===== src/mad_pkg.sv =====
// ----------------------------------------------------------------------------
// mad_pkg
// Shared widths, types, codes and helpers of the motion anomaly detector.
// ----------------------------------------------------------------------------
package mad_pkg;

  // Input delta width and run counter width
  localparam int DELTA_BITS = 16;
  localparam int RUN_BITS   = 8;

  // Fixed field widths
  localparam int STAMP_W    = 32;
  localparam int SPEED_W    = 16;
  localparam int MOVE_W     = 15;
  localparam int LIMIT_W    = 8;
  localparam int CFG_DATA_W = 16;
  localparam int CFG_IDX_W  = 3;

  // Squared length, move compare and run compare widths
  localparam int SQ_W    = 2 * DELTA_BITS;
  localparam int ABS_W   = DELTA_BITS + 1;
  localparam int MVCMP_W = (ABS_W > MOVE_W) ? ABS_W : MOVE_W;
  localparam int RCMP_W  = (RUN_BITS > LIMIT_W) ? RUN_BITS : LIMIT_W;

  // Speed check: (dx^2+dy^2) * 10^6 against (speed_limit * dt)^2
  localparam int SCALE   = 1000000;
  localparam int SCALE_W = 20;
  localparam int LHS_W   = SQ_W + SCALE_W;
  localparam int LIM_W   = SPEED_W + STAMP_W;
  localparam int HALF_W  = LIM_W / 2;
  localparam int RHS_W   = 2 * LIM_W;

  // Shared multiplier operand: signed, wide enough for d2, dt and half of lim
  localparam int OPW    = (SQ_W > STAMP_W) ? SQ_W : STAMP_W;
  localparam int MUL_W  = OPW + 1;
  localparam int PROD_W = 2 * MUL_W;

  typedef logic signed [DELTA_BITS-1:0] delta_t;
  typedef logic        [STAMP_W-1:0]    stamp_t;
  typedef logic        [RUN_BITS-1:0]   run_t;
  typedef logic        [SQ_W-1:0]       sq_t;
  typedef logic        [LIM_W-1:0]      lim_t;
  typedef logic        [HALF_W-1:0]     half_t;
  typedef logic        [LHS_W-1:0]      lhs_t;
  typedef logic        [RHS_W-1:0]      rhs_t;
  typedef logic signed [MUL_W-1:0]      mul_t;
  typedef logic signed [PROD_W-1:0]     prod_t;

  // Configuration register indexes
  typedef enum logic [CFG_IDX_W-1:0] {
    CFG_DETECT_ENABLE    = 3'd0,
    CFG_SPEED_LIMIT      = 3'd1,
    CFG_MIN_MOVE         = 3'd2,
    CFG_CONSISTENT_LIMIT = 3'd3,
    CFG_LINEAR_LIMIT     = 3'd4
  } cfg_idx_t;

  // Register reset values
  localparam logic [SPEED_W-1:0] SPEED_LIMIT_RST      = 16'd6000;
  localparam logic [MOVE_W-1:0]  MIN_MOVE_RST         = 15'd20;
  localparam logic [LIMIT_W-1:0] CONSISTENT_LIMIT_RST = 8'd10;
  localparam logic [LIMIT_W-1:0] LINEAR_LIMIT_RST     = 8'd20;

  typedef struct packed {
    logic               detect_enable;
    logic [SPEED_W-1:0] speed_limit;
    logic [MOVE_W-1:0]  min_move;
    logic [LIMIT_W-1:0] consistent_limit;
    logic [LIMIT_W-1:0] linear_limit;
  } cfg_t;

  // Sequencer states
  typedef enum logic [2:0] {
    ST_IDLE = 3'b001,
    ST_CALC = 3'b010,
    ST_DONE = 3'b100
  } state_t;

  // Multiplier steps, one product each up to STEP_LL, then drain and decide
  localparam int STEP_W = 4;
  typedef logic [STEP_W-1:0] step_t;
  localparam step_t STEP_XX     = 4'd0;
  localparam step_t STEP_YY     = 4'd1;
  localparam step_t STEP_LXX    = 4'd2;
  localparam step_t STEP_LYY    = 4'd3;
  localparam step_t STEP_CROSSA = 4'd4;
  localparam step_t STEP_CROSSB = 4'd5;
  localparam step_t STEP_LIM    = 4'd6;
  localparam step_t STEP_LHS    = 4'd7;
  localparam step_t STEP_HH     = 4'd8;
  localparam step_t STEP_HL     = 4'd9;
  localparam step_t STEP_LL     = 4'd10;
  localparam step_t STEP_DRAIN  = 4'd11;
  localparam step_t STEP_DECIDE = 4'd12;

  function automatic mul_t sx_op(delta_t v);
    return mul_t'(v);
  endfunction

  function automatic mul_t zx_op(logic [OPW-1:0] v);
    return $signed({1'b0, v});
  endfunction

endpackage


===== src/mad_if.sv =====
// ----------------------------------------------------------------------------
// mad_in_if / mad_out_if
// Valid/ready channels for motion reports and detection results.
// ----------------------------------------------------------------------------
interface mad_in_if;
  import mad_pkg::*;

  logic   valid;
  logic   ready;
  delta_t delta_x;
  delta_t delta_y;
  stamp_t stamp_ms;

  modport source (output valid, output delta_x, output delta_y, output stamp_ms,
                  input ready);
  modport sink   (input valid, input delta_x, input delta_y, input stamp_ms,
                  output ready);
endinterface

interface mad_out_if;
  logic valid;
  logic ready;
  logic checked;
  logic speed_alert;
  logic steady_alert;
  logic straight_alert;
  logic any_alert;

  modport source (output valid, output checked, output speed_alert,
                  output steady_alert, output straight_alert, output any_alert,
                  input ready);
  modport sink   (input valid, input checked, input speed_alert,
                  input steady_alert, input straight_alert, input any_alert,
                  output ready);
endinterface


===== src/mad_cfg.sv =====
// ----------------------------------------------------------------------------
// mad_cfg
// Configuration register file, written by index, no read-back.
// ----------------------------------------------------------------------------
module mad_cfg (
  input  logic                             clk,
  input  logic                             rst,
  input  logic                             write_enable,
  input  logic [mad_pkg::CFG_IDX_W-1:0]    reg_index,
  input  logic [mad_pkg::CFG_DATA_W-1:0]   write_data,
  output mad_pkg::cfg_t                    cfg
);
  import mad_pkg::*;

  always_ff @(posedge clk) begin
    if (rst) begin
      cfg.detect_enable    <= 1'b1;
      cfg.speed_limit      <= SPEED_LIMIT_RST;
      cfg.min_move         <= MIN_MOVE_RST;
      cfg.consistent_limit <= CONSISTENT_LIMIT_RST;
      cfg.linear_limit     <= LINEAR_LIMIT_RST;
    end else if (write_enable) begin
      unique case (reg_index)
        CFG_DETECT_ENABLE:    cfg.detect_enable    <= write_data[0];
        CFG_SPEED_LIMIT:      cfg.speed_limit      <= write_data[SPEED_W-1:0];
        CFG_MIN_MOVE:         cfg.min_move         <= write_data[MOVE_W-1:0];
        CFG_CONSISTENT_LIMIT: cfg.consistent_limit <= write_data[LIMIT_W-1:0];
        CFG_LINEAR_LIMIT:     cfg.linear_limit     <= write_data[LIMIT_W-1:0];
        default: ;  // unknown index: ignored
      endcase
    end
  end

endmodule


===== src/mad_mul.sv =====
// ----------------------------------------------------------------------------
// mad_mul
// Shared signed multiplier with a registered product.
// ----------------------------------------------------------------------------
module mad_mul (
  input  logic          clk,
  input  logic          en,
  input  mad_pkg::mul_t a,
  input  mad_pkg::mul_t b,
  output mad_pkg::prod_t prod
);
  import mad_pkg::*;

  always_ff @(posedge clk) begin
    if (en) begin
      prod <= prod_t'(a) * prod_t'(b);
    end
  end

endmodule


===== src/motion_anomaly_detector_unit.sv =====
// ----------------------------------------------------------------------------
// motion_anomaly_detector_unit
// Pointer motion anomaly detector: speed, equal-magnitude and straight-line runs.
// ----------------------------------------------------------------------------
// Usage:
//   sample : valid/ready sink of motion reports (delta_x, delta_y, stamp_ms).
//   result : valid/ready source, exactly one result item per report.
//   write_enable/reg_index/write_data : register writes, only while idle.
// Sequence:
//   A report that runs the checks takes 11 products through the one shared
//   multiplier (squares, cross products, limit times elapsed time, squared
//   length times 10^6, and the 96-bit square of limit times elapsed time
//   split into three 24-bit partial products), then a drain step and a
//   decide step, after which the done state loads the result register. A
//   report that skips the checks goes from idle straight to the done state.
//   sample.ready is high only while the sequencer is idle, so one report is
//   processed at a time.
// Stall:
//   The result sits in an output register; a new report is taken while it
//   waits, and the sequencer holds its finished result until that register
//   frees up.
// Reset:
//   Synchronous, active high. Registers return to their defaults, the stored
//   previous report and both run counters clear, no result is pending.
// ----------------------------------------------------------------------------
module motion_anomaly_detector_unit (
  input  logic                           clk,
  input  logic                           rst,
  mad_in_if.sink                         sample,
  mad_out_if.source                      result,
  input  logic                           write_enable,
  input  logic [mad_pkg::CFG_IDX_W-1:0]  reg_index,
  input  logic [mad_pkg::CFG_DATA_W-1:0] write_data
);
  import mad_pkg::*;

  cfg_t   cfg;
  state_t state;
  step_t  step;
  step_t  post_step;
  logic   post_en;

  // current report
  delta_t cur_dx;
  delta_t cur_dy;
  stamp_t cur_stamp;

  // stored state
  logic   have_last;
  delta_t last_dx;
  delta_t last_dy;
  stamp_t last_stamp;
  run_t   steady_run;
  run_t   straight_run;

  // work registers
  sq_t  d2;
  sq_t  p2;
  sq_t  cross_a;
  logic slope_eq;
  lim_t lim;
  lhs_t lhs;
  rhs_t rhs;

  // staged and output results
  logic res_chk, res_sp, res_st, res_sr;
  logic out_valid, out_chk, out_sp, out_st, out_sr;

  mul_t  mul_a, mul_b;
  prod_t prod;
  logic  mul_en;

  stamp_t dt;
  logic   accept;
  logic   big_move;
  logic   signed [ABS_W-1:0] in_dx_ext, in_dy_ext;
  logic   [ABS_W-1:0] in_ax, in_ay;
  logic   same_dir, same_slope, steady_hit, straight_hit;
  run_t   steady_next, straight_next;
  logic   speed_hit;

  mad_cfg u_cfg (
    .clk          (clk),
    .rst          (rst),
    .write_enable (write_enable),
    .reg_index    (reg_index),
    .write_data   (write_data),
    .cfg          (cfg)
  );

  mad_mul u_mul (
    .clk  (clk),
    .en   (mul_en),
    .a    (mul_a),
    .b    (mul_b),
    .prod (prod)
  );

  function automatic run_t run_step(run_t run, logic hit);
    if (!hit) begin
      return '0;
    end
    return (run == '1) ? run : run + run_t'(1);
  endfunction

  function automatic logic opposite(delta_t a, delta_t b);
    logic a_pos, b_pos;
    a_pos = !a[DELTA_BITS-1] && (a != '0);
    b_pos = !b[DELTA_BITS-1] && (b != '0);
    return (a[DELTA_BITS-1] && b_pos) || (a_pos && b[DELTA_BITS-1]);
  endfunction

  assign accept       = sample.valid && sample.ready;
  assign sample.ready = (state == ST_IDLE);

  // move gate on the incoming report
  assign in_dx_ext = ABS_W'(sample.delta_x);
  assign in_dy_ext = ABS_W'(sample.delta_y);
  assign in_ax     = in_dx_ext[ABS_W-1] ? ABS_W'(-in_dx_ext) : ABS_W'(in_dx_ext);
  assign in_ay     = in_dy_ext[ABS_W-1] ? ABS_W'(-in_dy_ext) : ABS_W'(in_dy_ext);
  assign big_move  = (MVCMP_W'(in_ax) > MVCMP_W'(cfg.min_move)) ||
                     (MVCMP_W'(in_ay) > MVCMP_W'(cfg.min_move));

  assign dt = cur_stamp - last_stamp;

  // operand select for the shared multiplier
  always_comb begin
    mul_en = (state == ST_CALC) && (step <= STEP_LL);
    mul_a  = '0;
    mul_b  = '0;
    unique case (step)
      STEP_XX: begin
        mul_a = sx_op(cur_dx);
        mul_b = sx_op(cur_dx);
      end
      STEP_YY: begin
        mul_a = sx_op(cur_dy);
        mul_b = sx_op(cur_dy);
      end
      STEP_LXX: begin
        mul_a = sx_op(last_dx);
        mul_b = sx_op(last_dx);
      end
      STEP_LYY: begin
        mul_a = sx_op(last_dy);
        mul_b = sx_op(last_dy);
      end
      STEP_CROSSA: begin
        mul_a = sx_op(cur_dy);
        mul_b = sx_op(last_dx);
      end
      STEP_CROSSB: begin
        mul_a = sx_op(last_dy);
        mul_b = sx_op(cur_dx);
      end
      STEP_LIM: begin
        mul_a = zx_op(OPW'(cfg.speed_limit));
        mul_b = zx_op(OPW'(dt));
      end
      STEP_LHS: begin
        mul_a = zx_op(OPW'(d2));
        mul_b = zx_op(OPW'(SCALE));
      end
      STEP_HH: begin
        mul_a = zx_op(OPW'(lim[LIM_W-1:HALF_W]));
        mul_b = zx_op(OPW'(lim[LIM_W-1:HALF_W]));
      end
      STEP_HL: begin
        mul_a = zx_op(OPW'(lim[LIM_W-1:HALF_W]));
        mul_b = zx_op(OPW'(lim[HALF_W-1:0]));
      end
      STEP_LL: begin
        mul_a = zx_op(OPW'(lim[HALF_W-1:0]));
        mul_b = zx_op(OPW'(lim[HALF_W-1:0]));
      end
      default: ;
    endcase
  end

  // decision logic, used in the decide step
  always_comb begin
    same_dir = !opposite(cur_dx, last_dx) && !opposite(cur_dy, last_dy);
    // vertical pairs count as the same slope; one vertical never does
    if (cur_dx == '0 || last_dx == '0) begin
      same_slope = (cur_dx == '0) && (last_dx == '0);
    end else begin
      same_slope = slope_eq;
    end
    steady_hit    = (d2 == p2);
    straight_hit  = same_dir && same_slope;
    steady_next   = run_step(steady_run, steady_hit);
    straight_next = run_step(straight_run, straight_hit);
    speed_hit     = (dt != '0) && (rhs_t'(lhs) > rhs);
  end

  // product post-processing, driven by a registered copy of the step
  always_ff @(posedge clk) begin
    if (post_en) begin
      unique case (post_step)
        STEP_XX:     d2       <= prod[SQ_W-1:0];
        STEP_YY:     d2       <= d2 + prod[SQ_W-1:0];
        STEP_LXX:    p2       <= prod[SQ_W-1:0];
        STEP_LYY:    p2       <= p2 + prod[SQ_W-1:0];
        STEP_CROSSA: cross_a  <= prod[SQ_W-1:0];
        STEP_CROSSB: slope_eq <= (cross_a == prod[SQ_W-1:0]);
        STEP_LIM:    lim      <= prod[LIM_W-1:0];
        STEP_LHS:    lhs      <= prod[LHS_W-1:0];
        STEP_HH:     rhs      <= rhs_t'(prod[2*HALF_W-1:0]) << (2 * HALF_W);
        STEP_HL:     rhs      <= rhs + (rhs_t'(prod[2*HALF_W-1:0]) << (HALF_W + 1));
        STEP_LL:     rhs      <= rhs + rhs_t'(prod[2*HALF_W-1:0]);
        default: ;
      endcase
    end
  end

  always_ff @(posedge clk) begin
    if (accept) begin
      cur_dx    <= sample.delta_x;
      cur_dy    <= sample.delta_y;
      cur_stamp <= sample.stamp_ms;
    end
  end

  // sequencer, stored report and output register
  always_ff @(posedge clk) begin
    if (rst) begin
      state        <= ST_IDLE;
      step         <= STEP_XX;
      post_step    <= STEP_XX;
      post_en      <= 1'b0;
      have_last    <= 1'b0;
      last_dx      <= '0;
      last_dy      <= '0;
      last_stamp   <= '0;
      steady_run   <= '0;
      straight_run <= '0;
      res_chk      <= 1'b0;
      res_sp       <= 1'b0;
      res_st       <= 1'b0;
      res_sr       <= 1'b0;
      out_valid    <= 1'b0;
      out_chk      <= 1'b0;
      out_sp       <= 1'b0;
      out_st       <= 1'b0;
      out_sr       <= 1'b0;
    end else begin
      post_en   <= mul_en;
      post_step <= step;
      // in the done state the output register is reloaded instead
      if (out_valid && result.ready && (state != ST_DONE)) begin
        out_valid <= 1'b0;
      end
      unique case (state)
        ST_IDLE: begin
          if (accept) begin
            res_chk <= 1'b0;
            res_sp  <= 1'b0;
            res_st  <= 1'b0;
            res_sr  <= 1'b0;
            if (!cfg.detect_enable) begin
              state <= ST_DONE;
            end else if (have_last && big_move) begin
              step  <= STEP_XX;
              state <= ST_CALC;
            end else begin
              have_last  <= 1'b1;
              last_dx    <= sample.delta_x;
              last_dy    <= sample.delta_y;
              last_stamp <= sample.stamp_ms;
              state      <= ST_DONE;
            end
          end
        end
        ST_CALC: begin
          if (step == STEP_DECIDE) begin
            steady_run   <= steady_next;
            straight_run <= straight_next;
            res_chk      <= 1'b1;
            res_sp       <= speed_hit;
            res_st       <= RCMP_W'(steady_next) >= RCMP_W'(cfg.consistent_limit);
            res_sr       <= RCMP_W'(straight_next) >= RCMP_W'(cfg.linear_limit);
            last_dx      <= cur_dx;
            last_dy      <= cur_dy;
            last_stamp   <= cur_stamp;
            state        <= ST_DONE;
          end else begin
            step <= step + step_t'(1);
          end
        end
        ST_DONE: begin
          if (!out_valid || result.ready) begin
            out_valid <= 1'b1;
            out_chk   <= res_chk;
            out_sp    <= res_sp;
            out_st    <= res_st;
            out_sr    <= res_sr;
            state     <= ST_IDLE;
          end
        end
        default: state <= ST_IDLE;
      endcase
    end
  end

  assign result.valid          = out_valid;
  assign result.checked        = out_chk;
  assign result.speed_alert    = out_sp;
  assign result.steady_alert   = out_st;
  assign result.straight_alert = out_sr;
  assign result.any_alert      = out_sp | out_st | out_sr;

  // assertions
  a_state_onehot: assert property (@(posedge clk) disable iff (rst)
    $onehot(state))
    else $error("sequencer state not one-hot");

  a_step_bound: assert property (@(posedge clk) disable iff (rst)
    (state == ST_CALC) |-> (step <= STEP_DECIDE))
    else $error("step counter ran past decide");

  a_have_last_set: assert property (@(posedge clk) disable iff (rst)
    $rose(have_last) |-> $past(accept))
    else $error("previous report marked without an accepted item");

  a_alert_needs_check: assert property (@(posedge clk) disable iff (rst)
    (result.valid && !result.checked) |-> !result.any_alert)
    else $error("alert raised on an unchecked item");

  a_calc_needs_last: assert property (@(posedge clk) disable iff (rst)
    (state == ST_CALC) |-> have_last)
    else $error("checks running without a previous report");

endmodule


===== src/flat_wrapper.sv =====
// flat-port wrapper written by rule: the top's interface ports become plain ports
module motion_anomaly_detector_unit_flat import mad_pkg::*;
  (clk, rst, write_enable, reg_index, write_data, sample_valid, sample_delta_x, sample_delta_y, sample_stamp_ms, sample_ready, result_valid, result_checked, result_speed_alert, result_steady_alert, result_straight_alert, result_any_alert, result_ready);
  mad_in_if sample_i ();
  mad_out_if result_i ();
  input  logic clk;
  input  logic rst;
  input  logic write_enable;
  input  logic [mad_pkg::CFG_IDX_W-1:0] reg_index;
  input  logic [mad_pkg::CFG_DATA_W-1:0] write_data;
  input wire logic [$bits(sample_i.valid)-1:0] sample_valid;
  input wire logic [$bits(sample_i.delta_x)-1:0] sample_delta_x;
  input wire logic [$bits(sample_i.delta_y)-1:0] sample_delta_y;
  input wire logic [$bits(sample_i.stamp_ms)-1:0] sample_stamp_ms;
  output wire logic [$bits(sample_i.ready)-1:0] sample_ready;
  output wire logic [$bits(result_i.valid)-1:0] result_valid;
  output wire logic [$bits(result_i.checked)-1:0] result_checked;
  output wire logic [$bits(result_i.speed_alert)-1:0] result_speed_alert;
  output wire logic [$bits(result_i.steady_alert)-1:0] result_steady_alert;
  output wire logic [$bits(result_i.straight_alert)-1:0] result_straight_alert;
  output wire logic [$bits(result_i.any_alert)-1:0] result_any_alert;
  input wire logic [$bits(result_i.ready)-1:0] result_ready;
  assign sample_i.valid = sample_valid;
  assign sample_i.delta_x = sample_delta_x;
  assign sample_i.delta_y = sample_delta_y;
  assign sample_i.stamp_ms = sample_stamp_ms;
  assign sample_ready = sample_i.ready;
  assign result_valid = result_i.valid;
  assign result_checked = result_i.checked;
  assign result_speed_alert = result_i.speed_alert;
  assign result_steady_alert = result_i.steady_alert;
  assign result_straight_alert = result_i.straight_alert;
  assign result_any_alert = result_i.any_alert;
  assign result_i.ready = result_ready;
  motion_anomaly_detector_unit u_core (.clk(clk), .rst(rst), .sample(sample_i), .result(result_i), .write_enable(write_enable), .reg_index(reg_index), .write_data(write_data));
endmodule

===== config.mk =====
export PLATFORM = sky130hd
export DESIGN_NAME = motion_anomaly_detector_unit_flat
export DESIGN_NICKNAME = d
export VERILOG_FILES = /design/src/mad_pkg.sv /design/src/mad_if.sv /design/src/mad_cfg.sv /design/src/mad_mul.sv /design/src/motion_anomaly_detector_unit.sv /design/src/flat_wrapper.sv
export SDC_FILE = /design/constraint.sdc
export NUM_CORES = 2
export LEC_CHECK = 0
export ABC_AREA = 0
export BUFFER_PORTS_ARGS = -buffer_cell sky130_fd_sc_hd__buf_4
export CAP_MARGIN = 20
export CORE_MARGIN = 3
export CORE_UTILIZATION = 25
export DETAILED_ROUTE_END_ITERATION = 8
export PLACE_DENSITY_LB_ADDON = 0.25
export SLEW_MARGIN = 30
export SYNTH_ARGS = -nofsm -noshare
export SYNTH_HDL_FRONTEND = slang
export SYNTH_SLANG_ARGS = --single-unit
export TNS_END_PERCENT = 100

===== constraint.sdc =====
create_clock -name clk -period 12.67 [get_ports clk]
set_input_delay 2.534 -clock clk [delete_from_list [all_inputs] [get_ports clk]]
set_output_delay 2.534 -clock clk [all_outputs]
set_load 0.02 [all_outputs]

==> impl_results.md <==
* Status: finished clean
* Num Clock Sinks at 559
* Placed wire-length estimate at 219,000 um
* Worst setup EP type: register
* CTS Buffer Depth at 3
* CP max stage delay at 0.87 ns
* # nets final at 9,541
* Max-cap violation count at 0
* Gate Count Post-Synth at 7,948
* #FFs+latches synth at 559
* Crit path top cell by count: fa_1
* Tot GR Track Use at 0.188
* Worst setup margin at 0.769 ns
* Hold WS at 0.447 ns
* Largest net degree at the start of global routing at 74
* Fillcell total at 30,290
* Slowest CP cell: o21a_1
* Fmax at 84.0 MHz
* WL final at 278,000 um
* Final estimated routing congestion in global placement at 0.943
* Vias per inst at 4.98
* Final setup fails at 0
* Layout cell share with drive strength beyond 1 at 0.0653
* Worst setup path class: register to register
* Final Non-Filler Cells at 11,784
* Slew HR at 0.263
* Commonest non-fill, non-tap cell in the layout: inv_1
* Placed insts at 11,646
* Port bufs at 94
* Asr flop ratio synth at 0
* Critical Path RT at 13.07 ns
* Reg2Reg Depth at 38
* Final Max Slew Viols at 0
* Clock transition at path regs at 0.06 ns
* CP Launch Type: register
* First-pass DRT Iterations at 6
* Number of H-tree levels at 3
* CTS tree: yes
* Endpoints failing hold at 0
* Post-synthesis sequential area ratio at 0.213
* Vias in the first global route at 60,709
* Avg WL per Cell at 23.6 um
* Post-CTS Setup Repair Bufs at 0
* Area grow syn2layout at 11.6%
* Row count at 195
* Via Count at 58,721
* Width of the die at 541 um
* Root buffer cell: clkbuf_16
* Initial antenna violation count at 21
* WHS Path Cells at 0
* Die area at 0.293 mm^2
* Core area at 0.284 mm^2
* Worst hold path class: register to register
* Period minus WS final at 11.90 ns
* First-pass GRT wire length at 412,000 um
* Initial core utilization at 0.252
* Pre-CTS WS at 0.955 ns
* Syn Nets at 9,512
* Drt initial violations at 4,631
* Top FF cell, synth: edfxtp_1
* Clock Skew at 0.0346 ns
* Cts hold-fix bufs at 0
* DRC at 0
* Height of the die at 541 um
* Unrepaired setup endpoints after global routing: no
* Synth Area per Inst at 9.01 um^2
* Slew @ Worst Pin at 1.11 ns
* Cts repair resizes at 0
* Synth warnings at 0
* Fin crit share at 0.939
* Commonest cells after routing, fill and taps aside: inv_1, nand2_1, fa_1, ha_1, nor2_1
* Grt ovf at 0
* Clock buffer count from CTS at 71
* Clk Latency, worst-skew pair at 0.68 ns
* Setup TNS at 0 ns
* Yosys cell types at 91
* EDFF count, synth at 409
* Netlist Area Pre-Place at 0.0716 mm^2
* Max FO, Critical Path at 12
* Worst Path Arrival at 12.30 ns
* Antenna-violating nets left at 0
* IO Pins at 95
==> worst max-delay path: cells and delay by family, from the launching register on <==
family	cells	cell delay [ns]
adders and majority gates	10	4.56
buffers and inverters	6	0.82
DFF	1	0.38
AOI/OAI and AO/OA	14	4.60
and+or+nand+nor	6	0.71
xor gates and xnor gates	2	0.55
==> flip-flops by register name, indices dropped and copies added (netlist names), 4 cells and up <==
register             cells
u_core.rhs              96
u_core.lhs              52
u_core.u_mul.prod       52
u_core.lim              48
u_core.u_cfg.cfg        48
u_core.cross_a          32
u_core.cur_stamp        32
u_core.d2               32
u_core.last_stamp       32
u_core.p2               32
u_core.cur_dx           16
u_core.cur_dy           16
u_core.last_dx          16
u_core.last_dy          16
u_core.steady_run        8
u_core.straight_run      8
u_core.post_step         4
u_core.step              4
==> layer usage <==
metal | wire, um | track usage | part of all wire | up-vias
li1 | - | - | - | 26395
met3 | 16100 | 0.0258 | 0.058 | 444
met4 | 13300 | 0.0810 | 0.048 | 8
met2 | 130000 | 0.311 | 0.47 | 1934
met1 | 118000 | 0.244 | 0.43 | 29940
met5 | 55 | 0 | 0.00020 | -
==> cell families after synthesis <==
group,synth area share
AO/OA/AOI/OAI,0.140
AND/OR/NAND/NOR,0.145
buffers and inverters,0.0845
flip-flops,0.213
adder cells (fa/ha/maj),0.357
multiplexers,0.0141
XOR/XNOR,0.0460
==> path summary, 6_finish.rpt <==
kind,start,endpoint,slack (ns)
hold reg to reg,u_core.u_mul.prod[40],u_core.lim[40],0.45
setup / recovery,u_core.last_stamp[1],u_core.u_mul.prod[50],0.77
setup reg to reg,u_core.last_stamp[1],u_core.u_mul.prod[50],0.77
hold / removal,u_core.u_mul.prod[40],u_core.lim[40],0.45
==> metrics by stage <==
step | cell area, um^2 | util
after floorplan | 71600 | -
after global routing | 79900 | 0.282
final | 79900 | 0.282
after CTS | 79900 | 0.281
after detailed placement | 77600 | 0.273
after global placement | 77600 | 0.273
==> layout make-up <==
| type | instances | area, um^2 | share of cell area |
|---|---|---|---|
| multi-input cells | 5781 | 50600 | 0.633 |
| flip-flops and latches | 559 | 15300 | 0.191 |
| inverters | 1256 | 4710 | 0.0590 |
| well taps | 3743 | 4680 | 0.0586 |
| repair buffers | 308 | 2330 | 0.0292 |
| clock buffers | 88 | 1890 | 0.0237 |
| clock inverters | 43 | 375 | 0.00470 |
| diodes | 6 | 15.0 | 0.000188 |
==> Yosys cell counts (104+ instances only) <==
library cell / instances / area share
xor2_1: 131 / 0.016
nand2_1: 1112 / 0.058
o21ai_0: 264 / 0.018
dfxtp_1: 150 / 0.042
xnor2_1: 237 / 0.029
inv_1: 1256 / 0.066
nor3_1: 126 / 0.0088
a211oi_1: 104 / 0.011
a21oi_1: 353 / 0.025
a21o_1: 223 / 0.023
ha_1: 529 / 0.092
edfxtp_1: 409 / 0.17
nand4_1: 109 / 0.0095
clkbuf_1: 328 / 0.017
fa_1: 947 / 0.26
nor2_1: 506 / 0.027
Power is left out: the tool's default activity adds up to more than one toggle a clock period on the data nets, which glitch-free logic cannot reach.
